$ cat config.mk
export PLATFORM = sky130hd
export DESIGN_NAME = rlz_emit_flat
export DESIGN_NICKNAME = d
export VERILOG_FILES = /design/src/hdl/rlz_pkg.sv /design/src/hdl/rlz_if.sv /design/src/hdl/rlz_emit.sv /design/src/flat_wrapper.sv
export SDC_FILE = /design/constraint.sdc
export NUM_CORES = 1
export LEC_CHECK = 0
export ABC_AREA = 1
export BUFFER_PORTS_ARGS = -buffer_cell sky130_fd_sc_hd__buf_2
export CORE_ASPECT_RATIO = 0.75
export CORE_MARGIN = 4
export CORE_UTILIZATION = 40
export DETAILED_ROUTE_END_ITERATION = 6
export PLACE_DENSITY = 0.7
export SLEW_MARGIN = 20
export SYNTH_ARGS = -nofsm -noshare
export SYNTH_HDL_FRONTEND = slang
export SYNTH_SLANG_ARGS = --single-unit
$ cat constraint.sdc
create_clock -name i_clk -period 6 [get_ports i_clk]
set_input_delay 1.8 -clock i_clk [delete_from_list [all_inputs] [get_ports i_clk]]
set_output_delay 1.8 -clock i_clk [all_outputs]
set_load 0.01 [all_outputs]
$ cat src/hdl/rlz_pkg.sv
// ----------------------------------------------------------------------------
// rlz_pkg: shared types and constants of the RGB LZ image decoder
// Transaction payloads, decode phases, command codes and code-field constants.
// ----------------------------------------------------------------------------
`default_nettype none

package rlz_pkg;

    // Fixed field widths
    localparam int OC_W       = 22;   // output byte count and size limit
    localparam int REM_W      = 18;   // pending run or match bytes
    localparam int CFG_DATA_W = 22;
    localparam int CFG_IDX_W  = 1;
    localparam int WIDTH_W    = 11;

    // Configuration register indexes
    localparam logic [CFG_IDX_W-1:0] CFG_IMAGE_WIDTH  = 1'b0;
    localparam logic [CFG_IDX_W-1:0] CFG_OUTPUT_BYTES = 1'b1;

    // Configuration reset values
    localparam logic [WIDTH_W-1:0] RST_IMAGE_WIDTH  = 11'd640;
    localparam logic [OC_W-1:0]    RST_OUTPUT_BYTES = 22'd921600;

    // Smallest image width used for row distances
    localparam logic [WIDTH_W-1:0] MIN_WIDTH = 11'd4;

    // Input commands
    localparam logic [1:0] CMD_BYTE = 2'd0;
    localparam logic [1:0] CMD_PULL = 2'd1;
    localparam logic [1:0] CMD_NEW  = 2'd2;

    // Code byte fields
    localparam logic [7:0] CODE_LIT_EXT = 8'h7F;
    localparam logic [1:0] LEN_EXT      = 2'b11;
    localparam logic [7:0] LIT_EXT_BIAS = 8'd128;
    localparam logic [7:0] MAT_EXT_BIAS = 8'd4;

    // Distance slot boundaries (first slot of each row group) and biases
    localparam logic [4:0] SLOT_ROW1 = 5'd6;
    localparam logic [4:0] SLOT_ROW2 = 5'd13;
    localparam logic [4:0] SLOT_ROW3 = 5'd20;
    localparam logic [4:0] SLOT_ROW4 = 5'd27;
    localparam logic [4:0] BIAS_ROW1 = 5'd9;
    localparam logic [4:0] BIAS_ROW2 = 5'd16;
    localparam logic [4:0] BIAS_ROW3 = 5'd23;
    localparam logic [4:0] BIAS_ROW4 = 5'd29;

    // Decode phases
    typedef enum logic [2:0] {
        PH_RAW     = 3'd0,
        PH_CODE    = 3'd1,
        PH_LEXT_LO = 3'd2,
        PH_LEXT_HI = 3'd3,
        PH_MEXT_LO = 3'd4,
        PH_MEXT_HI = 3'd5,
        PH_LITERAL = 3'd6,
        PH_MATCH   = 3'd7
    } t_phase;

    // Input transaction payload
    typedef struct packed {
        logic [1:0] command;
        logic [7:0] data_byte;
        logic       end_of_stream;
    } t_in_item;

    // Result transaction payload
    typedef struct packed {
        logic             out_valid;
        logic [7:0]       out_byte;
        logic [REM_W-1:0] copy_remaining;
        logic             image_complete;
        logic             bad_reference;
        logic             input_ignored;
    } t_out_item;

    // Decoded item handed from the parser to the emit stage
    typedef struct packed {
        logic             out_valid;
        logic             from_ring;
        logic             bad;
        logic [7:0]       lit_byte;
        logic [REM_W-1:0] copy_remaining;
        logic             image_complete;
        logic             input_ignored;
    } t_s2;

endpackage

`default_nettype wire

$ cat src/hdl/rlz_if.sv
// ----------------------------------------------------------------------------
// rlz_if: valid/ready channels of the RGB LZ image decoder
// One interface for the input transactions, one for the result transactions.
// ----------------------------------------------------------------------------
`default_nettype none


interface rlz_out_if import rlz_pkg::*; ();
    logic      valid;
    logic      ready;
    t_out_item payload;

    modport source (output valid, output payload, input ready);
    modport sink   (input valid, input payload, output ready);
endinterface

`default_nettype wire

$ cat src/hdl/rlz_emit.sv
// ----------------------------------------------------------------------------
// rlz_emit: history write-back and result register
// Merges the history read data into the decoded item, writes every output
// byte back to the ring and holds results for the output channel.
// ----------------------------------------------------------------------------
`default_nettype none

module rlz_emit import rlz_pkg::*; #(
    parameter int HISTORY_DEPTH = 16384
) (
    input  wire logic                             i_clk,
    input  wire logic                             i_rst_n,
    input  wire logic                             i_load,
    input  wire t_s2                              i_s2,
    input  wire logic [$clog2(HISTORY_DEPTH)-1:0] i_wr_addr,
    input  wire logic [7:0]                       i_rd_data,
    output logic                                  o_s2_ready,
    output logic                                  o_ring_we,
    output logic      [$clog2(HISTORY_DEPTH)-1:0] o_ring_wr_addr,
    output logic      [7:0]                       o_ring_wr_data,
    rlz_out_if.source                             o_out
);

    localparam int PTR_W = $clog2(HISTORY_DEPTH);

    logic             r_s2_v;
    t_s2              r_s2;
    logic [PTR_W-1:0] r_wr_addr;
    logic             r_out_v;
    t_out_item        r_out;
    logic             s2_adv;
    logic [7:0]       byte_sel;
    t_out_item        res;

    assign s2_adv     = !r_out_v || o_out.ready;
    assign o_s2_ready = !r_s2_v || s2_adv;

    // Pick the result byte: literal, history, or zero for a bad reference
    always_comb begin
        if (!r_s2.out_valid) begin
            byte_sel = '0;
        end else if (r_s2.from_ring) begin
            byte_sel = r_s2.bad ? 8'h00 : i_rd_data;
        end else begin
            byte_sel = r_s2.lit_byte;
        end
        res.out_valid      = r_s2.out_valid;
        res.out_byte       = byte_sel;
        res.copy_remaining = r_s2.copy_remaining;
        res.image_complete = r_s2.image_complete;
        res.bad_reference  = r_s2.bad;
        res.input_ignored  = r_s2.input_ignored;
    end

    // Write every emitted byte back to the ring as it leaves this stage
    assign o_ring_we      = s2_adv && r_s2_v && r_s2.out_valid;
    assign o_ring_wr_addr = r_wr_addr;
    assign o_ring_wr_data = byte_sel;

    // Stage valid flags
    always_ff @(posedge i_clk) begin
        if (!i_rst_n) begin
            r_s2_v  <= 1'b0;
            r_out_v <= 1'b0;
        end else begin
            if (o_s2_ready) begin
                r_s2_v <= i_load;
            end
            if (s2_adv) begin
                r_out_v <= r_s2_v;
            end
        end
    end

    // Stage payloads
    always_ff @(posedge i_clk) begin
        if (o_s2_ready && i_load) begin
            r_s2      <= i_s2;
            r_wr_addr <= i_wr_addr;
        end
        if (s2_adv && r_s2_v) begin
            r_out <= res;
        end
    end

    assign o_out.valid   = r_out_v;
    assign o_out.payload = r_out;

endmodule

`default_nettype wire

$ cat src/flat_wrapper.sv
// flat-port wrapper written by rule: the top's interface ports become plain ports
module rlz_emit_flat import rlz_pkg::*;
#(
    parameter int HISTORY_DEPTH = 16384
)
  (i_clk, i_rst_n, i_load, i_s2, i_wr_addr, i_rd_data, o_s2_ready, o_ring_we, o_ring_wr_addr, o_ring_wr_data, o_out_valid, o_out_payload, o_out_ready);
  rlz_out_if o_out_i ();
  input  wire logic i_clk;
  input  wire logic i_rst_n;
  input  wire logic i_load;
  input  wire t_s2 i_s2;
  input  wire logic [$clog2(HISTORY_DEPTH)-1:0] i_wr_addr;
  input  wire logic [7:0] i_rd_data;
  output logic o_s2_ready;
  output logic o_ring_we;
  output logic      [$clog2(HISTORY_DEPTH)-1:0] o_ring_wr_addr;
  output logic      [7:0] o_ring_wr_data;
  output wire logic [$bits(o_out_i.valid)-1:0] o_out_valid;
  output wire logic [$bits(o_out_i.payload)-1:0] o_out_payload;
  input wire logic [$bits(o_out_i.ready)-1:0] o_out_ready;
  assign o_out_valid = o_out_i.valid;
  assign o_out_payload = o_out_i.payload;
  assign o_out_i.ready = o_out_ready;
  rlz_emit #(.HISTORY_DEPTH(HISTORY_DEPTH)) u_core (.i_clk(i_clk), .i_rst_n(i_rst_n), .i_load(i_load), .i_s2(i_s2), .i_wr_addr(i_wr_addr), .i_rd_data(i_rd_data), .o_s2_ready(o_s2_ready), .o_ring_we(o_ring_we), .o_ring_wr_addr(o_ring_wr_addr), .o_ring_wr_data(o_ring_wr_data), .o_out(o_out_i));
endmodule
* After elaboration in Yosys (flattened, before gate mapping)
Cells that the tools add are included.
** Word-level totals
- Output and inout bits :: 55
- Logic and storage cells :: 26
- Bits in registers :: 77
- Input port bits :: 57
** Cells by class
- Multiplexer cells :: 3
- Reductions and logical operators :: 7
** Operator list (count)
- $mux W8 :: 3
- $logic_and A1 B1 Y1 :: 3
- $logic_not A1 Y1 :: 2
- $logic_or A1 B1 Y1 :: 2

* Logic depth before layout (Yosys ltp)
Gate-level depths: netlist of run 1.
- Depth after elaboration :: 4
- Gate-level depth with buffers :: 4
- Gate-level depth less buffers :: 4

* Worst setup path after synthesis of run 1
OpenSTA, ideal clock, no wires.
- Path kind :: input port to output port
- Start point :: in o_out_ready
- End point :: out o_ring_we
- Setup slack :: 2088 ps
- Stages on the path :: 4
- Data arrival time :: 2112 ps
- Required time :: 4200 ps
- Path buffers :: 0
- Path through :: inv_1 > nand2_1 > nand2_1 > nor2_1
** Between the ends
- Cells in the longest elaborated chain, start to end :: 3
** RTL lines
- start, declared :: line flat_wrapper.sv:20 : input wire logic [$bits(o_out_i.ready)-1:0] o_out_ready;
- $logic_or A1 B1 Y1 :: line rlz_emit.sv:35 : assign s2_adv = !r_out_v || o_out.ready;
- $logic_and A1 B1 Y1 (2 in series) :: line rlz_emit.sv:56 : assign o_ring_we = s2_adv && r_s2_v && r_s2.out_valid;
- end, declared :: line flat_wrapper.sv:15 : output logic o_ring_we;
Every way passes these cells.

* Worst setup path after layout of run 1
- Start point :: in i_rd_data[4]
- End point :: out o_ring_wr_data[4]
** Between the ends
- Cells in the longest elaborated chain, start to end :: 3
** RTL lines
- start, declared :: line flat_wrapper.sv:13 : input wire logic [7:0] i_rd_data;
- $mux W8 :: line rlz_emit.sv:43 : byte_sel = r_s2.bad ? 8'h00 : i_rd_data;
- $mux W8 :: line rlz_emit.sv:42 : end else if (r_s2.from_ring) begin
- $mux W8 :: line rlz_emit.sv:40 : if (!r_s2.out_valid) begin
- end, declared :: line flat_wrapper.sv:17 : output logic [7:0] o_ring_wr_data;
Every way passes these cells.

==> flow_metrics.env, run 1 <==
export IMPL_routedWlPerCell_um=14.6
export IMPL_areaGrowthSynthToFinish_pct=33.4
export IMPL_via_per_inst=4.42
export IMPL_ys_seq_area_frac=0.925
export IMPL_hold_path_class="register to register"
export IMPL_powerDensity_nw_per_um2=321
export IMPL_hold_viol=0
export IMPL_fin_tns_setup_ns=0
export IMPL_crit_path_end_kind="output port"
export IMPL_hold_buffers=0
export IMPL_vias=1424
export IMPL_antenna_found_initial=0
export IMPL_fmax_mhz=241
export IMPL_cts_max_level=3
export IMPL_post_cts_buffers=0
export IMPL_io_buffers=111
export IMPL_layout_commonest_cell="buf_2"
export IMPL_max_slew_margin_rel=0.399
export IMPL_critPathBufInv=2
export IMPL_path_max_fanout=2
export IMPL_hold_path_cell_count=0
export IMPL_initial_core_util=0.419
export IMPL_crit_chain="buf_2 -> nand3_1 -> a21oi_1 -> buf_2"
export IMPL_first_pass_iters=6
export IMPL_die_w_um=98.9
export IMPL_grt_pass1_wl_um=7490
export IMPL_crit_top_cell="buf_2"
export IMPL_holdPathEnd="u_core.o_out.payload[15]$_DFFE_PP_"
export IMPL_total_leakage_power_uw=0.00138
export IMPL_multi_input_area_sq_um=140
export IMPL_avgSynthCellArea_sq_um=21.0
export IMPL_slew_viol_final=0
export IMPL_grt_overflow=0
export IMPL_stdcell_count=322
export IMPL_nFillCells=477
export IMPL_grt_usage=0.134
export IMPL_synthDistinctLibCells=10
export IMPL_crit_path_start_kind="primary input"
export IMPL_synth_nets=175
export IMPL_yosys_warnings=0
export IMPL_dieArea_sq_um=7530
export IMPL_clock_sinks=77
export IMPL_regToRegStartpoint="u_core.r_s2_v$_SDFFE_PN0P_"
export IMPL_worstPathArrival_ns=2.35
export IMPL_min_from="u_core.r_s2[14]$_DFFE_PP_"
export IMPL_cp_top_family="buffers and inverters"
export IMPL_period_share=0.692
export IMPL_die_y_um=76.2
export IMPL_rsz0062_at_grt="no"
export IMPL_period_minus_slack_ns=4.15
export IMPL_num_io_pins=112
export IMPL_fin_nets=296
export IMPL_postSynthCellCount=118
export IMPL_cts_buffers=9
export IMPL_ir_drop_v=0.000174
export IMPL_hpwl_um=3430
export IMPL_critPathSlowestCell="a21oi_1"
export IMPL_grt_pass1_vias=1525
export IMPL_rr_endpoint="u_core.r_s2[20]$_DFFE_PP_"
export IMPL_clkTransAtPathRegs_ns=0.08
export IMPL_fin_skew_ns=0.00870
export IMPL_cts_tree="built"
export IMPL_cap_violations=0
export IMPL_syn_cell_area_sq_um=2480
export IMPL_seq_area_sq_um=2290
export IMPL_postCtsResizedCells=0
export IMPL_setup_viol=0
export IMPL_max_stage_delay_ns=0.21
export IMPL_place_congestion=0.796
export IMPL_clkLatencyLatePin_ns=0.35
export IMPL_drive_gt1_frac=0.533
export IMPL_post_route_drc_count=0
export IMPL_core_sq_um=5920
export IMPL_status="complete, no violations"
export IMPL_final_cell_mix="buf_2, edfxtp_1, nand2_1"
export IMPL_grt_max_degree=46
export IMPL_num_rows=24
export IMPL_reg2reg_depth=3
export IMPL_ys_seq_elements=77
export IMPL_routed_wl_um=4710
export IMPL_rrSetupSlack_ns=4.43
export IMPL_root_buffer="clkbuf_8"
export IMPL_diodes=0
export IMPL_path_class="primary input to output port"
export IMPL_dpl_cell_count=306
export IMPL_worst_slew_pin_slew_ns=0.900
export IMPL_worstPathRequired_ns=4.20
export IMPL_detail_route_antenna_nets=0
export IMPL_clock_path_buffers=2
export IMPL_drt_iter0_drc=60
-- synth_stat cells --
cell,number,area share
buf_6,1,0.0045
inv_1,7,0.011
clkinv_1,1,0.0015
inv_2,1,0.0015
dfxtp_1,2,0.016
nand3_1,9,0.018
nor2_1,1,0.0015
edfxtp_1,75,0.91
nand2_1,11,0.017
a21oi_1,10,0.020
-- cell families after synthesis --
group | after synthesis | synth area share
and+or+nand+nor | 21 | 0.0364
buffers and inverters | 10 | 0.0182
DFF | 77 | 0.925
AOI/OAI and AO/OA | 10 | 0.0202
-- cell type report --
| cell class | count | share of cell area |
|---|---|---|
| Inverter | 9 | 0.0102 |
| Multi-Input combinational cell | 31 | 0.0424 |
| Timing Repair Buffer | 111 | 0.168 |
| Clock buffer | 9 | 0.0375 |
| Sequential cell | 77 | 0.694 |
| Tap cell | 78 | 0.0295 |
| Clock inverter | 7 | 0.0186 |
-- stage by stage --
step	power, uW	instance area [sq um]	hold slack, ns	worst slack [ns]	util
2_1_floorplan	669	2480	0.400	2.09	-
3_3_place_gp	710	3120	0.401	1.89	0.527
3_5_place_dp	712	3120	0.405	1.85	0.527
4_1_cts	1080	3300	0.415	1.85	0.559
5_1_grt	1110	3300	0.425	1.75	0.559
6_report	1060	3300	0.417	1.85	0.559
-- routing by layer --
metal | part of all wire | up-vias | global-route usage
li1 | - | 689 | -
met5 | 0 | - | 0
met3 | 0.15 | 5 | 0.0979
met1 | 0.36 | 649 | 0.142
met4 | 0.0087 | 0 | 0.0491
met2 | 0.48 | 81 | 0.207
-- report_power, final --
part           internal (uW)  switching (uW)
Combinational           27.5            39.1
Sequential               623            7.74
Clock                    159             203
-- worst max-delay path by stage --
| stage | start | slack (ns) | to | cells past startpoint |
|---|---|---|---|---|
| final | i_rd_data[4] | 1.85 | o_ring_wr_data[4] | 4 |
| after global routing | i_rd_data[4] | 1.75 | o_ring_wr_data[4] | 4 |
| after CTS | i_rd_data[4] | 1.85 | o_ring_wr_data[4] | 4 |
| after detailed placement | i_rd_data[4] | 1.85 | o_ring_wr_data[4] | 4 |
| after global placement | i_rd_data[4] | 1.89 | o_ring_wr_data[4] | 4 |
| after floorplan | o_out_ready | 2.09 | o_ring_we | 4 |
-- registers in the layout, indices dropped and copies added, names as in the netlist --
signal	flops
u_core.r_s2_v	1
u_core.o_out.payload	30
u_core.o_ring_wr_addr	14
u_core.r_s2	31
u_core.o_out.valid	1
-- worst register-to-register path, stage by stage (launching register included) --
cell     delay [ns]
dfxtp_1        0.33
nand3_1        0.12
nand2_1        0.08
inv_2          0.66
Note: power is estimated with default switching activity, not from simulation.
==> run 2, diff against run 1 <==
--- a/config.mk
+++ b/config.mk
@@ -5,13 +5,13 @@
 export SDC_FILE = /design/constraint.sdc
 export NUM_CORES = 1
 export LEC_CHECK = 0
-export ABC_AREA = 1
+export ABC_AREA = 0
 export BUFFER_PORTS_ARGS = -buffer_cell sky130_fd_sc_hd__buf_2
 export CORE_ASPECT_RATIO = 0.75
 export CORE_MARGIN = 4
 export CORE_UTILIZATION = 40
 export DETAILED_ROUTE_END_ITERATION = 6
-export PLACE_DENSITY = 0.7
+export PLACE_DENSITY = 0.72
 export SLEW_MARGIN = 20
 export SYNTH_ARGS = -nofsm -noshare
 export SYNTH_HDL_FRONTEND = slang
==> constraint.sdc (replaced) <==
create_clock -name i_clk -period 3.8 [get_ports i_clk]
set_input_delay 1.14 -clock i_clk [delete_from_list [all_inputs] [get_ports i_clk]]
set_output_delay 1.14 -clock i_clk [all_outputs]
set_load 0.01 [all_outputs]
==> run 2 against run 1 <==
Against the previous run: clock skew decreased by 0.0038 ns; critical endpoint is now o_ring_wr_data[1]; setup slack got worse by 1.0 ns; clock power increased by 98%; largest cell class unchanged; utilization increased by 1.0 points; hold slack improved by 0.0021 ns; register-to-register slack got worse by 2.1 ns; sequential cell count unchanged.
==> flow_metrics.env, run 2 <==
export IMPL_powerDensity_nw_per_um2=541
export IMPL_seq_area_sq_um=2290
export IMPL_dpl_cell_area_sq_um=3130
export IMPL_worstPathRequired_ns=2.66
export IMPL_cap_violations=0
export IMPL_postSynthCellCount=101
export IMPL_num_rows=24
export IMPL_num_io_pins=112
export IMPL_fin_nets=279
export IMPL_synth_edf_count=75
export IMPL_synthFlopType="edfxtp_1"
export IMPL_synth_nets=158
export IMPL_whs_ns=0.419
export IMPL_postCtsResizedCells=0
export IMPL_die_y_um=76.2
export IMPL_crit_path_start_kind="register"
export IMPL_path_max_fanout=12
export IMPL_status="complete, no violations"
export IMPL_grt_max_degree=46
export IMPL_critPathSlowestCell="edfxtp_1"
export IMPL_fin_area_sq_um=3370
export IMPL_place_congestion=0.807
export IMPL_drt_iter0_drc=67
export IMPL_root_buffer="clkbuf_8"
export IMPL_hpwl_um=3390
export IMPL_worst_slew_pin_slew_ns=0.553
export IMPL_yosysTopAreaCell="edfxtp_1"
export IMPL_hold_path_class="register to register"
export IMPL_cts_max_level=3
export IMPL_max_slew_margin_rel=0.631
export IMPL_syn_cell_area_sq_um=2480
export IMPL_largest_reg_flops=31
export IMPL_path_class="register to output port"
export IMPL_cts_buffers=9
export IMPL_layout_commonest_cell="buf_2"
export IMPL_synthArstFlopShare=0
export IMPL_clock_path_buffers=2
export IMPL_via_per_inst=4.55
export IMPL_clkLatencyLatePin_ns=0.34
export IMPL_ir_drop_v=0.000244
export IMPL_drive_gt1_frac=0.573
export IMPL_setup_viol=0
export IMPL_grt_pass1_wl_um=7270
export IMPL_nFillCells=480
export IMPL_fin_skew_ns=0.00494
export IMPL_synthMostInstantiatedCell="edfxtp_1"
export IMPL_clock_sinks=77
export IMPL_io_buffers=111
export IMPL_diodes=0
export IMPL_initial_core_util=0.419
export IMPL_synthDistinctLibCells=17
export IMPL_synth_commonest_cells="edfxtp_1, a32o_1"
export IMPL_post_cts_buffers=0
export IMPL_first_pass_iters=5
export IMPL_avgSynthCellArea_sq_um=24.5
export IMPL_worstPathArrival_ns=1.84
export IMPL_dieArea_sq_um=7530
export IMPL_ys_seq_elements=77
export IMPL_post_place_ws_ns=0.956
export IMPL_areaGrowthSynthToFinish_pct=35.8
export IMPL_ys_top_cells_by_area="edfxtp_1, a32o_1, dfxtp_1"
export IMPL_core_sq_um=5920
export IMPL_crit_path_end_kind="output port"
export IMPL_clkTransAtPathRegs_ns=0.07
export IMPL_yosys_warnings=0
export IMPL_vias=1387
export IMPL_fin_tns_setup_ns=0
export IMPL_rsz0062_at_grt="no"
export IMPL_grt_usage=0.132
export IMPL_period_minus_slack_ns=2.98
export IMPL_routedWlPerCell_um=15.4
export IMPL_grt_overflow=0
export IMPL_detail_route_antenna_nets=0
export IMPL_max_flop_register="u_core.r_s2"
export IMPL_grt_pass1_vias=1474
export IMPL_setup_ws_ns=0.820
export IMPL_ys_seq_area_frac=0.925
export IMPL_final_cell_mix="buf_2, edfxtp_1, clkbuf_8"
export IMPL_cts_tree="built"
export IMPL_hold_buffers=0
export IMPL_multi_input_area_sq_um=159
export IMPL_hold_viol=0
export IMPL_max_stage_delay_ns=0.58
export IMPL_period_share=0.784
export IMPL_post_route_drc_count=0
export IMPL_fmax_mhz=336
export IMPL_crit_chain="nor2b_1 -> a32o_1 -> buf_2"
export IMPL_die_w_um=98.9
export IMPL_slew_viol_final=0
export IMPL_antenna_found_initial=0
export IMPL_routed_wl_um=4710
export IMPL_total_leakage_power_uw=0.00137
export IMPL_synth_top_area_frac=0.909
export IMPL_p_total_uw=1820
## run 2: where the power goes
part           total (uW)  internal, uW  switching (uW)
combinational         107          48.0            58.9
clock                 715           436             279
sequential            998           985            13.4
total                1820          1470             351
## run 2: worst max-delay path, delay by kind of cell, from the launching register on
family,cells,cell delay (ns)
AO/OA/AOI/OAI,1,0.25
buffers and inverters,1,0.15
flip-flops,1,0.58
AND/OR/NAND/NOR,1,0.51
## run 2: worst paths after layout
path	startpoint	endpoint	slack (ns)	depth (start not counted)
worst min register to register	u_core.r_s2[0]$_DFFE_PP_	u_core.o_out.payload[0]$_DFFE_PP_	0.42	0
worst max register to register	u_core.r_s2[30]$_DFFE_PP_	u_core.o_out.payload[23]$_DFFE_PP_	2.31	2
worst max-delay path	u_core.r_s2[30]$_DFFE_PP_	o_ring_wr_data[1]	0.82	3
worst min-delay path	u_core.r_s2[0]$_DFFE_PP_	u_core.o_out.payload[0]$_DFFE_PP_	0.42	0
## run 2: area by class of cell
class                   instances  share of cell area
flip-flops and latches         77               0.681
repair buffers                113               0.170
multi-input cells              19              0.0472
clock buffers                  10              0.0379
clock inverters                 6              0.0331
well taps                      78              0.0290
inverters                       2             0.00223
## run 2: cells by family (layout without fill, tap and decap cells)
kind of cell,Yosys count,after routing,synth area share
flops,77,77,0.925
compound gates,9,9,0.0343
buf+inv,5,131,0.0116
simple gates,10,10,0.0293
## run 2: layer usage
layer | up-vias | wire length, um | global-route usage
met4 | 0 | 76 | 0.0450
met1 | 646 | 1620 | 0.128
li1 | 647 | - | -
met5 | - | 0 | 0
met3 | 8 | 548 | 0.0906
met2 | 86 | 2460 | 0.221
## run 2: through the flow
stage          instances   util
6_report             305  0.569
2_1_floorplan        101      -
3_5_place_dp         289  0.529
4_1_cts              305  0.569
3_3_place_gp         289  0.529
5_1_grt              305  0.569
