--- config.mk ---
export PLATFORM = sky130hd
export DESIGN_NAME = rlz_parse_flat
export DESIGN_NICKNAME = d
export VERILOG_FILES = /design/src/hdl/rlz_pkg.sv /design/src/hdl/rlz_if.sv /design/src/hdl/rlz_parse.sv /design/src/flat_wrapper.sv
export SDC_FILE = /design/constraint.sdc
export NUM_CORES = 1
export LEC_CHECK = 0
export BUFFER_PORTS_ARGS = -buffer_cell sky130_fd_sc_hd__buf_4
export CELL_PAD_IN_SITES_DETAIL_PLACEMENT = 1
export CELL_PAD_IN_SITES_GLOBAL_PLACEMENT = 2
export CORE_ASPECT_RATIO = 2
export CORE_UTILIZATION = 33
export DETAILED_ROUTE_END_ITERATION = 16
export PLACE_DENSITY_LB_ADDON = 0.2
export SYNTH_ARGS = -nofsm -noshare
export SYNTH_HDL_FRONTEND = slang
export SYNTH_SLANG_ARGS = --single-unit
--- constraint.sdc ---
create_clock -name i_clk -period 7.4 [get_ports i_clk]
set_input_delay 0 -clock i_clk [delete_from_list [all_inputs] [get_ports i_clk]]
set_output_delay 0 -clock i_clk [all_outputs]
set_load 0.02 [all_outputs]
--- src/hdl/rlz_pkg.sv ---
// ----------------------------------------------------------------------------
// rlz_pkg: shared types and constants of the RGB LZ image decoder
// Transaction payloads, decode phases, command codes and code-field constants.
// ----------------------------------------------------------------------------
`default_nettype none

package rlz_pkg;

    // Fixed field widths
    localparam int OC_W       = 22;   // output byte count and size limit
    localparam int REM_W      = 18;   // pending run or match bytes
    localparam int CFG_DATA_W = 22;
    localparam int CFG_IDX_W  = 1;
    localparam int WIDTH_W    = 11;

    // Configuration register indexes
    localparam logic [CFG_IDX_W-1:0] CFG_IMAGE_WIDTH  = 1'b0;
    localparam logic [CFG_IDX_W-1:0] CFG_OUTPUT_BYTES = 1'b1;

    // Configuration reset values
    localparam logic [WIDTH_W-1:0] RST_IMAGE_WIDTH  = 11'd640;
    localparam logic [OC_W-1:0]    RST_OUTPUT_BYTES = 22'd921600;

    // Smallest image width used for row distances
    localparam logic [WIDTH_W-1:0] MIN_WIDTH = 11'd4;

    // Input commands
    localparam logic [1:0] CMD_BYTE = 2'd0;
    localparam logic [1:0] CMD_PULL = 2'd1;
    localparam logic [1:0] CMD_NEW  = 2'd2;

    // Code byte fields
    localparam logic [7:0] CODE_LIT_EXT = 8'h7F;
    localparam logic [1:0] LEN_EXT      = 2'b11;
    localparam logic [7:0] LIT_EXT_BIAS = 8'd128;
    localparam logic [7:0] MAT_EXT_BIAS = 8'd4;

    // Distance slot boundaries (first slot of each row group) and biases
    localparam logic [4:0] SLOT_ROW1 = 5'd6;
    localparam logic [4:0] SLOT_ROW2 = 5'd13;
    localparam logic [4:0] SLOT_ROW3 = 5'd20;
    localparam logic [4:0] SLOT_ROW4 = 5'd27;
    localparam logic [4:0] BIAS_ROW1 = 5'd9;
    localparam logic [4:0] BIAS_ROW2 = 5'd16;
    localparam logic [4:0] BIAS_ROW3 = 5'd23;
    localparam logic [4:0] BIAS_ROW4 = 5'd29;

    // Decode phases
    typedef enum logic [2:0] {
        PH_RAW     = 3'd0,
        PH_CODE    = 3'd1,
        PH_LEXT_LO = 3'd2,
        PH_LEXT_HI = 3'd3,
        PH_MEXT_LO = 3'd4,
        PH_MEXT_HI = 3'd5,
        PH_LITERAL = 3'd6,
        PH_MATCH   = 3'd7
    } t_phase;

    // Input transaction payload
    typedef struct packed {
        logic [1:0] command;
        logic [7:0] data_byte;
        logic       end_of_stream;
    } t_in_item;

    // Result transaction payload
    typedef struct packed {
        logic             out_valid;
        logic [7:0]       out_byte;
        logic [REM_W-1:0] copy_remaining;
        logic             image_complete;
        logic             bad_reference;
        logic             input_ignored;
    } t_out_item;

    // Decoded item handed from the parser to the emit stage
    typedef struct packed {
        logic             out_valid;
        logic             from_ring;
        logic             bad;
        logic [7:0]       lit_byte;
        logic [REM_W-1:0] copy_remaining;
        logic             image_complete;
        logic             input_ignored;
    } t_s2;

endpackage

`default_nettype wire

--- src/hdl/rlz_if.sv ---
// ----------------------------------------------------------------------------
// rlz_if: valid/ready channels of the RGB LZ image decoder
// One interface for the input transactions, one for the result transactions.
// ----------------------------------------------------------------------------
`default_nettype none

interface rlz_in_if import rlz_pkg::*; ();
    logic     valid;
    logic     ready;
    t_in_item payload;

    modport source (output valid, output payload, input ready);
    modport sink   (input valid, input payload, output ready);
endinterface


`default_nettype wire

--- src/hdl/rlz_parse.sv ---
// ----------------------------------------------------------------------------
// rlz_parse: code parser and history read stage
// Holds the configuration and decode state, decodes one transaction per cycle
// while the emit stage is ready, and issues the history read for match bytes.
// ----------------------------------------------------------------------------
`default_nettype none

module rlz_parse import rlz_pkg::*; #(
    parameter int MAX_WIDTH     = 1024,
    parameter int MAX_HEIGHT    = 1024,
    parameter int HISTORY_DEPTH = 16384
) (
    input  wire logic                             i_clk,
    input  wire logic                             i_rst_n,
    input  wire logic                             i_cfg_we,
    input  wire logic [CFG_IDX_W-1:0]             i_cfg_index,
    input  wire logic [CFG_DATA_W-1:0]            i_cfg_data,
    rlz_in_if.sink                                i_in,
    input  wire logic                             i_s2_ready,
    output logic                                  o_s2_load,
    output t_s2                                   o_s2,
    output logic      [$clog2(HISTORY_DEPTH)-1:0] o_wr_addr,
    output logic                                  o_rd_en,
    output logic      [$clog2(HISTORY_DEPTH)-1:0] o_rd_addr
);

    localparam int PTR_W    = $clog2(HISTORY_DEPTH);
    localparam int WCAP     = (MAX_WIDTH < 2047) ? MAX_WIDTH : 2047;
    localparam int DIST_W   = $clog2(12 * WCAP + 7);
    localparam int SUM_W    = ((DIST_W > PTR_W) ? DIST_W : PTR_W) + 2;
    localparam longint CAP  = longint'(MAX_WIDTH) * longint'(MAX_HEIGHT) * 3;
    localparam logic [OC_W-1:0] LIM_CAP =
        (CAP >= (longint'(1) << OC_W)) ? {OC_W{1'b1}} : OC_W'(CAP);

    // Configuration registers
    logic [WIDTH_W-1:0] r_width;
    logic [OC_W-1:0]    r_obytes;

    // Decode state
    t_phase             r_phase,   n_phase;
    logic [1:0]         r_raw_cnt, n_raw_cnt;
    logic [7:0]         r_ext_lo,  n_ext_lo;
    logic [REM_W-1:0]   r_rem,     n_rem;
    logic [DIST_W-1:0]  r_dist,    n_dist;
    logic [OC_W-1:0]    r_oc,      n_oc;
    logic               r_ended,   n_ended;
    logic [PTR_W-1:0]   r_wptr,    n_wptr;

    logic               accept;
    logic [7:0]         b;
    logic [WIDTH_W-1:0] eff_w;
    logic [OC_W-1:0]    limit;
    logic [OC_W-1:0]    room;
    logic [DIST_W-1:0]  w_d;
    logic [DIST_W-1:0]  p_pix;
    logic [DIST_W-1:0]  slot_dist;
    logic [4:0]         slot;
    logic [PTR_W-1:0]   wptr_inc;
    logic [SUM_W-1:0]   rd_diff;
    logic               copy_pending;
    logic               fin_now;
    logic               fin_next;
    logic               start;
    t_phase             run_phase;
    logic [REM_W-1:0]   run_len;
    logic [REM_W-1:0]   run_clip;

    function automatic logic is_finished(input logic [OC_W-1:0] oc,
                                         input logic [OC_W-1:0] lim,
                                         input t_phase ph,
                                         input logic [REM_W-1:0] rem,
                                         input logic ended);
        return (oc >= lim) || (ended && !(ph == PH_MATCH && rem != '0));
    endfunction

    // Byte count of a run of pixels
    function automatic logic [REM_W-1:0] pix_bytes(input logic [16:0] pix);
        return REM_W'(pix) + {pix, 1'b0};
    endfunction

    assign accept    = i_in.valid && i_s2_ready;
    assign i_in.ready = i_s2_ready;
    assign o_s2_load = accept;
    assign b         = i_in.payload.data_byte;

    // Clamp width and size limit
    always_comb begin
        if (r_width < MIN_WIDTH) begin
            eff_w = MIN_WIDTH;
        end else if (r_width > WIDTH_W'(WCAP)) begin
            eff_w = WIDTH_W'(WCAP);
        end else begin
            eff_w = r_width;
        end
        limit = (r_obytes > LIM_CAP) ? LIM_CAP : r_obytes;
    end

    assign room = limit - r_oc;

    // Match distance in bytes from the slot field of the code byte
    assign slot = b[6:2];
    assign w_d  = DIST_W'(eff_w);

    always_comb begin
        if (slot < SLOT_ROW1) begin
            p_pix = DIST_W'(slot) + DIST_W'(1);
        end else if (slot < SLOT_ROW2) begin
            p_pix = w_d + DIST_W'(slot) - DIST_W'(BIAS_ROW1);
        end else if (slot < SLOT_ROW3) begin
            p_pix = (w_d << 1) + DIST_W'(slot) - DIST_W'(BIAS_ROW2);
        end else if (slot < SLOT_ROW4) begin
            p_pix = w_d + (w_d << 1) + DIST_W'(slot) - DIST_W'(BIAS_ROW3);
        end else begin
            p_pix = (w_d << 2) + DIST_W'(slot) - DIST_W'(BIAS_ROW4);
        end
    end

    assign slot_dist = p_pix + (p_pix << 1);

    // Ring pointers: next write slot and match read slot
    assign wptr_inc = (r_wptr == PTR_W'(HISTORY_DEPTH - 1)) ? '0 : r_wptr + PTR_W'(1);

    always_comb begin
        rd_diff = SUM_W'(r_wptr) - SUM_W'(r_dist);
        if (rd_diff[SUM_W-1]) begin
            rd_diff = rd_diff + SUM_W'(HISTORY_DEPTH);
        end
    end

    assign o_rd_addr    = rd_diff[PTR_W-1:0];
    assign o_wr_addr    = r_wptr;
    assign copy_pending = (r_phase == PH_MATCH) && (r_rem != '0);
    assign fin_now      = is_finished(r_oc, limit, r_phase, r_rem, r_ended);

    // Next decode state and decoded item
    always_comb begin
        n_phase   = r_phase;
        n_raw_cnt = r_raw_cnt;
        n_ext_lo  = r_ext_lo;
        n_rem     = r_rem;
        n_dist    = r_dist;
        n_oc      = r_oc;
        n_ended   = r_ended;
        n_wptr    = r_wptr;
        o_rd_en   = 1'b0;
        o_s2      = '0;
        start     = 1'b0;
        run_phase = PH_CODE;
        run_len   = '0;
        run_clip  = '0;

        if (accept) begin
            unique case (i_in.payload.command)
                CMD_NEW: begin
                    n_phase   = PH_RAW;
                    n_raw_cnt = '0;
                    n_ext_lo  = '0;
                    n_rem     = '0;
                    n_dist    = '0;
                    n_oc      = '0;
                    n_ended   = 1'b0;
                    n_wptr    = '0;
                end
                CMD_PULL: begin
                    if (!fin_now && copy_pending) begin
                        o_rd_en          = 1'b1;
                        o_s2.out_valid   = 1'b1;
                        o_s2.from_ring   = 1'b1;
                        o_s2.bad         = !((OC_W'(r_dist) <= r_oc) &&
                                             (32'(r_dist) <= 32'(HISTORY_DEPTH)));
                        n_oc             = r_oc + OC_W'(1);
                        n_wptr           = wptr_inc;
                        n_rem            = r_rem - REM_W'(1);
                        if (r_rem == REM_W'(1)) begin
                            n_phase = PH_CODE;
                        end
                    end
                end
                CMD_BYTE: begin
                    if (fin_now || copy_pending) begin
                        o_s2.input_ignored = 1'b1;
                    end else begin
                        unique case (r_phase)
                            PH_RAW: begin
                                o_s2.out_valid = 1'b1;
                                o_s2.lit_byte  = b;
                                n_oc           = r_oc + OC_W'(1);
                                n_wptr         = wptr_inc;
                                if (r_raw_cnt == 2'd2) begin
                                    n_raw_cnt = '0;
                                    n_phase   = PH_CODE;
                                end else begin
                                    n_raw_cnt = r_raw_cnt + 2'd1;
                                end
                            end
                            PH_CODE: begin
                                if (b == CODE_LIT_EXT) begin
                                    n_phase = PH_LEXT_LO;
                                end else if (b < CODE_LIT_EXT) begin
                                    start     = 1'b1;
                                    run_phase = PH_LITERAL;
                                    run_len   = pix_bytes(17'(b) + 17'd1);
                                end else begin
                                    n_dist = slot_dist;
                                    if (b[1:0] == LEN_EXT) begin
                                        n_phase = PH_MEXT_LO;
                                    end else begin
                                        start     = 1'b1;
                                        run_phase = PH_MATCH;
                                        run_len   = pix_bytes(17'(b[1:0]) + 17'd1);
                                    end
                                end
                            end
                            PH_LEXT_LO: begin
                                n_ext_lo = b;
                                n_phase  = PH_LEXT_HI;
                            end
                            PH_MEXT_LO: begin
                                n_ext_lo = b;
                                n_phase  = PH_MEXT_HI;
                            end
                            PH_LEXT_HI: begin
                                start     = 1'b1;
                                run_phase = PH_LITERAL;
                                run_len   = pix_bytes(17'({b, r_ext_lo}) + 17'(LIT_EXT_BIAS));
                            end
                            PH_MEXT_HI: begin
                                start     = 1'b1;
                                run_phase = PH_MATCH;
                                run_len   = pix_bytes(17'({b, r_ext_lo}) + 17'(MAT_EXT_BIAS));
                            end
                            PH_LITERAL, PH_MATCH: begin
                                o_s2.out_valid = 1'b1;
                                o_s2.lit_byte  = b;
                                n_oc           = r_oc + OC_W'(1);
                                n_wptr         = wptr_inc;
                                n_rem          = r_rem - REM_W'(1);
                                if (r_rem == REM_W'(1)) begin
                                    n_phase = PH_CODE;
                                end
                            end
                            default: ;
                        endcase

                        // Clip a new run at the remaining image size
                        if (start) begin
                            run_clip = (OC_W'(run_len) > room) ? REM_W'(room) : run_len;
                            n_rem    = run_clip;
                            n_phase  = (run_clip != '0) ? run_phase : PH_CODE;
                        end

                        // Close the stream; only a pending match survives
                        if (i_in.payload.end_of_stream) begin
                            n_ended = 1'b1;
                            if (n_phase != PH_MATCH) begin
                                n_rem = '0;
                            end
                        end
                    end
                end
                default: ;
            endcase
        end

        fin_next            = is_finished(n_oc, limit, n_phase, n_rem, n_ended);
        o_s2.image_complete = fin_next;
        o_s2.copy_remaining = fin_next ? '0 : n_rem;
    end

    // Configuration writes
    always_ff @(posedge i_clk) begin
        if (!i_rst_n) begin
            r_width  <= RST_IMAGE_WIDTH;
            r_obytes <= RST_OUTPUT_BYTES;
        end else if (i_cfg_we) begin
            unique case (i_cfg_index)
                CFG_IMAGE_WIDTH:  r_width  <= i_cfg_data[WIDTH_W-1:0];
                CFG_OUTPUT_BYTES: r_obytes <= i_cfg_data[OC_W-1:0];
            endcase
        end
    end

    // Decode state registers
    always_ff @(posedge i_clk) begin
        if (!i_rst_n) begin
            r_phase   <= PH_RAW;
            r_raw_cnt <= '0;
            r_ext_lo  <= '0;
            r_rem     <= '0;
            r_dist    <= '0;
            r_oc      <= '0;
            r_ended   <= 1'b0;
            r_wptr    <= '0;
        end else begin
            r_phase   <= n_phase;
            r_raw_cnt <= n_raw_cnt;
            r_ext_lo  <= n_ext_lo;
            r_rem     <= n_rem;
            r_dist    <= n_dist;
            r_oc      <= n_oc;
            r_ended   <= n_ended;
            r_wptr    <= n_wptr;
        end
    end

endmodule

`default_nettype wire

--- src/flat_wrapper.sv ---
// flat-port wrapper written by rule: the top's interface ports become plain ports
module rlz_parse_flat import rlz_pkg::*;
#(
    parameter int MAX_WIDTH     = 1024,
    parameter int MAX_HEIGHT    = 1024,
    parameter int HISTORY_DEPTH = 16384
)
  (i_clk, i_rst_n, i_cfg_we, i_cfg_index, i_cfg_data, i_s2_ready, o_s2_load, o_s2, o_wr_addr, o_rd_en, o_rd_addr, i_in_valid, i_in_payload, i_in_ready);
  rlz_in_if i_in_i ();
  input  wire logic i_clk;
  input  wire logic i_rst_n;
  input  wire logic i_cfg_we;
  input  wire logic [CFG_IDX_W-1:0] i_cfg_index;
  input  wire logic [CFG_DATA_W-1:0] i_cfg_data;
  input  wire logic i_s2_ready;
  output logic o_s2_load;
  output t_s2 o_s2;
  output logic      [$clog2(HISTORY_DEPTH)-1:0] o_wr_addr;
  output logic o_rd_en;
  output logic      [$clog2(HISTORY_DEPTH)-1:0] o_rd_addr;
  input wire logic [$bits(i_in_i.valid)-1:0] i_in_valid;
  input wire logic [$bits(i_in_i.payload)-1:0] i_in_payload;
  output wire logic [$bits(i_in_i.ready)-1:0] i_in_ready;
  assign i_in_i.valid = i_in_valid;
  assign i_in_i.payload = i_in_payload;
  assign i_in_ready = i_in_i.ready;
  rlz_parse #(.MAX_WIDTH(MAX_WIDTH), .MAX_HEIGHT(MAX_HEIGHT), .HISTORY_DEPTH(HISTORY_DEPTH)) u_core (.i_clk(i_clk), .i_rst_n(i_rst_n), .i_cfg_we(i_cfg_we), .i_cfg_index(i_cfg_index), .i_cfg_data(i_cfg_data), .i_in(i_in_i), .i_s2_ready(i_s2_ready), .o_s2_load(o_s2_load), .o_s2(o_s2), .o_wr_addr(o_wr_addr), .o_rd_en(o_rd_en), .o_rd_addr(o_rd_addr));
endmodule
* Word-level counts from Yosys, hierarchy flattened
Index checks and enable logic that the tools add are counted.
** Operators by class
- $add $sub $neg :: 26
- $lt $le $gt $ge :: 12
- Equality and inequality tests :: 24
- Mux-type cells :: 92
- Bitwise logic cells :: 1
- Reductions and logical operators :: 30
** Operators by type and width (number)
- 18-bit 2-to-1 mux :: 15
- 14-bit 2-to-1 mux :: 13
- 22-bit 2-to-1 mux :: 5
- 18-bit one-hot mux with 3 select lines :: 2
- 17-bit by 18-bit adder with 18-bit output :: 4
- 22-bit one-hot mux with 3 select lines :: 1
- 18-bit nonzero test :: 3
- 3-bit 2-to-1 mux :: 17
- 22-bit greater-or-equal comparator :: 2
- 14-bit one-hot mux with 3 select lines :: 1
- 14-bit by 5-bit subtractor with 14-bit output (second input constant) :: 3
- 8-bit 2-to-1 mux :: 5
- 11-bit 2-to-1 mux :: 3
- 14-bit by 1-bit adder with 14-bit output (second input constant) :: 2
- 14-bit one-hot mux with 2 select lines :: 1
- 22-bit by 1-bit adder with 22-bit output (second input constant) :: 1
- 18-bit by 22-bit greater-than comparator with 1-bit output :: 1
- 22-bit greater-than comparator (second input constant) :: 1
- 14-bit by 22-bit less-or-equal comparator with 1-bit output :: 1
- 22-bit subtractor :: 1
- 18-bit by 1-bit == test with 1-bit output (second input constant) :: 1
- 3-bit one-hot mux with 3 select lines :: 2
- 18-bit by 1-bit subtractor with 18-bit output (second input constant) :: 1
- 16-bit by 3-bit adder with 17-bit output (second input constant) :: 1
- 49 further kinds :: 98
** Storage, ports and cells
- Bits in registers :: 115
- Input bits :: 39
- Output and inout bits :: 62
- Word-level logic and storage cells :: 195

* Longest topological paths before layout
Gate-level depths: netlist of the first run.
- Depth in word-level cells :: 29
- Mapped depth :: 34
- Mapped depth without buffers :: 33

* Worst setup path after synthesis of the first run
Ideal clock, no wire load.
- Path kind :: register to output
- Start point :: register u_core.r_ext_lo[2]
- End point :: output o_s2[19] in the netlist's numbering
- Arrival time :: 7.226 ns
- Data required time :: 7.400 ns
- Setup slack :: 0.174 ns
- Cell stages (with the launch flop) :: 31
- Buffers on the path :: 4
- Path through :: dfxtp_1 > buf_2 > inv_1 > ha_1 > clkbuf_1 > inv_1 > ha_1 > a21oi_1 > o21ai_0 > a22o_1 > o311ai_0 > a2111oi_0 > mux2_2 > nand3_1 > o21ba_2 > inv_1 > ha_1 > nand4_1 > nor4_1 > o221ai_1 > o211a_1 > nor3_1 > o2111ai_1 > clkbuf_1 > or4b_2 > a221oi_2 > o22a_1 > o21ai_1 > o41a_1 > buf_6 > nor3_1
** RTL lines
- start: declaration :: line rlz_parse.sv:42 : logic [7:0] r_ext_lo, n_ext_lo;
- start signal: assignment :: line rlz_parse.sv:297 : r_ext_lo <= n_ext_lo;
- end: declaration :: line flat_wrapper.sv:17 : output t_s2 o_s2;

==> results of run 1 <==
==> path summary, 6_finish.rpt <==
path | from | endpoint
worst max register to register | u_core.r_ext_lo[5] | u_core.r_rem[10]
worst min-delay path | i_rst_n | u_core.r_ended
worst min register to register | u_core.r_width[5] | u_core.r_width[5]
worst max-delay path | u_core.r_ext_lo[5] | o_s2[1]
==> registers in the layout (all words and copies together) (netlist names), 2 cells and up <==
register / count
u_core.o_wr_addr: 14
u_core.r_dist: 14
u_core.r_ext_lo: 8
u_core.r_obytes: 22
u_core.r_oc: 22
u_core.r_phase: 3
u_core.r_raw_cnt: 2
u_core.r_rem: 18
u_core.r_width: 11
==> critical path, delay by kind of cell, from the launching register on <==
family | cells | cell delay, ns
xor+xnor | 1 | 0.21
compound gates | 8 | 1.91
flops | 1 | 0.43
buf+inv | 8 | 1.15
fa+ha+maj | 3 | 0.94
simple gates | 12 | 2.35
==> layout by cell type (no fill, tap or decap), types with 22 or more instances in the layout <==
cell / netlist / layout
nor2_1: 205 / 203
nand4_1: 33 / 33
a21o_1: 40 / 40
inv_1: 180 / 174
a21oi_1: 202 / 192
xor2_1: 56 / 54
dlygate4sd3_1: 0 / 37
a31oi_1: 39 / 22
nor2b_1: 24 / 23
or3_1: 22 / 22
o21a_1: 28 / 28
ha_1: 205 / 183
dfxtp_1: 115 / 111
and3_1: 37 / 35
buf_6: 2 / 26
nand2_1: 286 / 276
buf_4: 4 / 208
nor3_1: 54 / 41
o21ai_0: 134 / 122
nand2b_1: 31 / 30
xnor2_1: 106 / 99
and2_1: 33 / 32
a211oi_1: 28 / 27
nand3_1: 75 / 68
==> layer usage <==
layer  part of all wire  up-vias  global-route usage  wire [um]
met3              0.023      232              0.0289       1700
met4              0.078        0               0.209       5840
li1                   -     8895                   -          -
met1               0.35     9158               0.271      26400
met5                  0        -                   0          0
met2               0.55      430               0.552      41000
==> cell families (layout without fill, tap and decap cells) <==
family,after synthesis,count (layout),synth area share
buffers and inverters,294,498,0.0693
adder cells (fa/ha/maj),215,215,0.166
flip-flops,115,115,0.139
multiplexers,19,19,0.0118
XOR/XNOR,163,163,0.0872
AO/OA/AOI/OAI,666,667,0.261
AND/OR/NAND/NOR,901,901,0.265
==> Yosys cell counts (14+ instances only) <==
master,instances,share of area
a21oi_1,202,0.061
nor2b_1,24,0.0091
dfxtp_1,115,0.14
a21o_1,40,0.018
mux2i_1,14,0.0084
a221oi_1,14,0.0074
nor3_1,54,0.016
a31oi_1,39,0.015
o21ai_0,134,0.040
o21bai_1,17,0.0077
nand2_1,286,0.065
clkbuf_1,86,0.019
a211oi_1,28,0.013
nand3_1,75,0.023
inv_1,180,0.041
nand2b_1,31,0.012
xnor2_1,106,0.056
ha_1,205,0.15
o21a_1,28,0.013
and2_1,33,0.012
o211ai_1,19,0.0086
nor4_1,24,0.0091
nor2_1,205,0.046
nand4_1,33,0.012
and3_1,37,0.014
xor2_1,56,0.030
or3_1,22,0.0083
a21boi_0,15,0.0068
==> cell type report <==
type / instances / area (um2) / share of cell area
Multi-Input combinational cell: 1965 / 14200 / 0.674
Timing Repair Buffer: 281 / 2450 / 0.117
Sequential cell: 115 / 2310 / 0.110
Tap cell: 643 / 805 / 0.0382
Inverter: 185 / 699 / 0.0332
Clock buffer: 17 / 425 / 0.0202
Clock inverter: 15 / 169 / 0.00803
==> power groups by stage <==
| stage | clock (mW) | sequential (mW) | combinational, mW |
|---|---|---|---|
| finish | 0.887 | 0.645 | 1.12 |
| global route | 0.921 | 0.646 | 1.23 |
| CTS | 0.899 | 0.644 | 1.07 |
| detailed placement | 0 | 0.657 | 1.03 |
| global placement | 0 | 0.657 | 1.00 |
| floorplan | 0 | 0.651 | 0.706 |
==> repair_timing <==
action	CTS	global route
gates cloned	0	6
endpoints found under the hold margin	39	0
buffers inserted	5	31
hold buffers	37	0
gates resized for setup	54	190
setup endpoints to repair	20	21
pin swaps	19	36
==> summary.txt, run 1 <==
Outcome
  – Status: complete, but fails checks
  – Failing checks: negative setup slack

Setup path
  – CP max FO: 7
  – Worst setup EP type: primary output
  – Slowest Stage Delay on Critical Path: 0.59 ns
  – R2R depth: 34
  – Most used cell, CP: buf_6
  – Worst setup SP type: flip-flop
  – Crit path DAT: 7.47 ns
  – Worst reg2reg setup slack: 0.35 ns
  – Critical path class: reg -> out
  – Critical path required time: 7.40 ns
  – CP max stage cell: or4_4

STA
  – Clk_skew: 0.0264 ns
  – Fin crit period: 7.47 ns
  – Max Transition Viols Final: 0
  – WHS: 0.0213 ns
  – Fin crit share: 1.01
  – RSZ-0062 raised after global routing: true
  – Fmax: 0.134 GHz
  – Final WS setup: -0.0657 ns
  – Slew margin rel.: 0.124
  – Worst-margin pin slew: 1.31 ns
  – Setup TNS: -0.266 ns
  – Fin. Hold Viols: 0
  – Final setup fails: 10

Cells and area
  – Number of fill cells in the layout: 6160
  – Non-filler cells, final: 3221
  – Fin util: 0.426
  – Synthesis-to-layout area growth: 26.9%
  – Final net count: 2818
  – Share of layout cells above drive strength 1: 0.180
  – Fin area: 21000 um2
  – N_diodes: 0

Placement
  – Cell Count Post-Placement: 3110
  – PortBufs: 100
  – Pre-CTS WS: -0.0620 ns
  – Placed inst area: 18500 um2
  – Gpl congestion: 0.970
  – DPL Wire Length: 59400 um

Drt
  – Post-DRT Antenna Nets: 0
  – First-iteration detailed-routing DRC count: 754
  – DR vias: 18700
  – Residual DRC count: 0
  – Wire per inst: 23.3 um
  – Post-DR vias/cell: 5.81
  – Final WL: 75000 um
  – Drt first pass iters: 5

Global route
  – Largest net degree at the start of global routing: 76
  – Number of global-route vias before repair: 19700
  – Initial antenna violation count: 0
  – Grt ovf: 0
  – GR Util All Layers: 0.284
  – First-pass GRT wire length: 112000 um

Clock network
  – Clock buffer depth: 2
  – Clk_lat worst skew: 0.46 ns
  – # clock sinks: 115
  – CTS H-Tree Depth: 4
  – CTS tree: built
  – CTS buffer count: 17
  – CTS root buffer: clkbuf_16
  – Clock transition at path regs: 0.07 ns

Synth
  – FF+latch count, synth: 115
  – Synth Warn #: 0
  – Synthesized cell area: 16600 um2
  – Number of flops mapped to enable cells by yosys: 0
  – FFs w/ async S/R, synth: 0
  – Avg Inst Size Synth: 6.99 um2
  – Share of the yosys chip area belonging to registers: 0.139
  – Netlist cell types: 92
  – Main synth FF type: dfxtp_1
  – Mapped Cells: 2373
  – Synth Net Count: 2626

Power and ir drop
  – Net Sw Power: 1.06 mW
  – VDD IR max: 0.109 mV
  – Cell Pwr Density: 126 nW/um2
  – Switching share of total power: 0.401
  – Clock share of power: 0.334
  – Sequential share of power: 0.243
  – Static Leak: 9.10 nW
  – Total Power: 2.65 mW
  – Combinational power share: 0.423
  – Internal power: 1.59 mW

Die
  – Die area: 51200 um2
  – Die height: 319 um
  – I/O Pins: 101
  – Rows: 115
  – Standard cell core area: 49400 um2
  – Die X: 161 um
  – Starting Density: 0.336

Min path
  – Worst Hold Class: in -> reg
  – Hold Crit Depth: 2

Run
  – Max Cap Violations: 0
Power figures use the tool's default switching activity.
==> inputs of run 2 (changes only) <==
==> constraint.sdc (replaced) <==
create_clock -name i_clk -period 7.4 [get_ports i_clk]
set_input_delay 0.74 -clock i_clk [delete_from_list [all_inputs] [get_ports i_clk]]
set_output_delay 0.74 -clock i_clk [all_outputs]
set_load 0.02 [all_outputs]
==> summary.txt, run 2 (synthesis gave the netlist of run 1 again) <==
STA
  – Max Transition Viols Final: 0 (unchanged)
  – Fin crit share: 1.10 (+0.0883)
  – Fmax: 0.123 GHz (-8.0%)
  – Fin. Hold Viols: 0 (unchanged)
  – Slew margin rel.: 0.248 (+0.125)
  – Final setup fails: 19 (+9)
  – Fin crit period: 8.12 ns (+0.653 ns)
  – Final WS setup: -0.719 ns (-0.653 ns)
  – Worst-margin pin slew: 1.12 ns (-0.186 ns)
  – RSZ-0062 raised after global routing: true
  – Clk_skew: 0.0275 ns (+0.00109 ns)

Outcome
  – Status: complete, but fails checks
  – Failing checks: negative setup slack

Setup path
  – CP max stage cell: o41a_2
  – R2R depth: 32 (-5.9%)
  – Critical path class: reg -> out
  – Worst setup EP type: primary output
  – Crit path DAT: 7.38 ns (-0.09 ns)
  – Most used cell, CP: buf_6
  – CP max FO: 7 (unchanged)
  – Critical path required time: 6.66 ns (-0.74 ns)
  – Worst setup SP type: flip-flop
  – Slowest Stage Delay on Critical Path: 0.47 ns (-0.12 ns)

Run
  – Max Cap Violations: 0 (unchanged)

Clock network
  – CTS H-Tree Depth: 4 (unchanged)
  – CTS root buffer: clkbuf_16
  – Clock buffer depth: 2 (unchanged)
  – # clock sinks: 115 (unchanged)
  – Clock transition at path regs: 0.08 ns (about the same)
  – CTS tree: built
  – Clk_lat worst skew: 0.47 ns (about the same)
  – CTS buffer count: 17 (unchanged)

Placement
  – DPL Wire Length: 66000 um (+11%)
  – PortBufs: 100 (unchanged)
  – Gpl congestion: 0.997 (+2.7%)
  – Placed inst area: 21200 um2 (+15%)

Cells and area
  – Commonest cells after routing, fill and taps aside: buf_4, nand2_1, nor2_1
  – Commonest non-fill, non-tap cell in the layout: buf_4
  – Fin util: 0.465 (+0.0384)
  – Share of layout cells above drive strength 1: 0.269 (+0.0890)
  – Regs by FF count: u_core.r_obytes (22), u_core.r_oc (22), u_core.r_rem (18)
  – Final net count: 3107 (+10%)
  – Number of fill cells in the layout: 6194 (+0.55%)
  – Multi-input gate area: 14000 um2 (-1.3%)
  – Synthesis-to-layout area growth: 38.3%
  – Storage element area: 2310 um2 (+0.16%)
  – Fin area: 22900 um2 (+9.0%)

Drt
  – Final WL: 79600 um (+6.1%)
  – Post-DR vias/cell: 5.69 (-2.1%)
  – Residual DRC count: 0 (unchanged)
  – DR vias: 20000 (+6.8%)
  – Drt first pass iters: 5 (unchanged)
  – Post-DRT Antenna Nets: 0 (unchanged)
  – Wire per inst: 22.7 um (-2.6%)
  – First-iteration detailed-routing DRC count: 680 (-9.8%)

Die
  – Standard cell core area: 49400 um2 (unchanged)
  – Die area: 51200 um2 (unchanged)
  – Rows: 115 (unchanged)
  – Starting Density: 0.336 (unchanged)
  – Die X: 161 um (unchanged)
  – I/O Pins: 101 (unchanged)
  – Die height: 319 um (unchanged)

Min path
  – Hold Crit Depth: 2 (unchanged)
  – Worst Hold Class: reg -> reg

Global route
  – First-pass GRT wire length: 121000 um (+7.8%)
  – GR Util All Layers: 0.309 (+0.0244)
  – Grt ovf: 0 (unchanged)
  – Number of global-route vias before repair: 21800 (+11%)
  – Initial antenna violation count: 0 (unchanged)
  – Largest net degree at the start of global routing: 76 (unchanged)

Power and ir drop
  – Cell Pwr Density: 122 nW/um2 (-3.0%)
  – VDD IR max: 0.119 mV (+9.6%)
  – Static Leak: 10.5 nW (+16%)
==> run 2: cell count changes in the layout (fill, tap and decap cells not counted), moves of 7 or more <==
cell	delta
ha_1	+10
a31oi_4	-7
dlygate4sd3_1	-37
a31oi_2	-7
a31oi_1	+14
ha_2	-7
buf_4	+327
==> run 2: what timing repair did <==
action | 4_1_cts | 5_1_grt
cloned | 1 | 0
pin swaps | 55 | 28
gates resized for setup | 91 | 90
hold buffers | 0 | 0
setup buffers | 18 | 12
endpoints found under the setup margin | 25 | 20
==> run 2: report_power, final <==
| part | internal (mW) | switching, mW | leakage [nW] |
|---|---|---|---|
| logic | 0.551 | 0.709 | 9.29 |
| clock network | 0.459 | 0.444 | 0.298 |
| registers | 0.630 | 0.0124 | 0.934 |
| total | 1.64 | 1.16 | 10.5 |
==> run 2: routing by layer <==
metal | vias up | GRT usage | part of all wire
met5 | - | 0 | 0
met4 | 0 | 0.236 | 0.084
met3 | 260 | 0.0308 | 0.023
met2 | 453 | 0.621 | 0.56
met1 | 9802 | 0.274 | 0.34
li1 | 9465 | - | -
==> run 2: path summary, 6_finish.rpt <==
path,slack (ns),from,endpoint
worst max-delay path,-0.72,u_core.r_obytes[15],o_s2[5]
worst min register to register,0.47,u_core.r_width[5],u_core.r_width[5]
worst max register to register,0.50,u_core.r_obytes[15],u_core.r_rem[13]
worst min-delay path,0.47,u_core.r_width[5],u_core.r_width[5]
==> run 2: stage by stage <==
step / worst slack (ns) / total power [mW] / hold WS (ns) / setup TNS [ns] / std cells
2_1_floorplan: 0.0278 / 1.36 / 0.440 / 0 / 2373
6_report: -0.719 / 2.80 / 0.473 / -12.67 / 3511
5_1_grt: -1.01 / 2.94 / 0.490 / -18.04 / 3510
3_3_place_gp: -0.885 / 1.80 / 0.456 / -15.87 / 3447
3_5_place_dp: -1.06 / 1.84 / 0.461 / -19.40 / 3447
4_1_cts: -0.690 / 2.79 / 0.464 / -12.25 / 3498
==> run 2: worst max-delay path: cells and delay by family (launching register included) <==
| kind | cells | cell delay, ns |
|---|---|---|
| flip-flops | 1 | 0.34 |
| XOR/XNOR | 1 | 0.24 |
| AND/OR/NAND/NOR | 10 | 2.12 |
| AO/OA/AOI/OAI | 12 | 2.38 |
| buffers and inverters | 9 | 1.28 |
| adder cells (fa/ha/maj) | 2 | 0.53 |
==> run 2: cell type report <==
cell class | count | area share
repair buffers | 571 | 0.197
clock inverters | 15 | 0.00824
multi-input cells | 1964 | 0.610
clock buffers | 17 | 0.0185
inverters | 185 | 0.0304
diodes | 1 | 0.000109
well taps | 643 | 0.0351
flip-flops and latches | 115 | 0.101
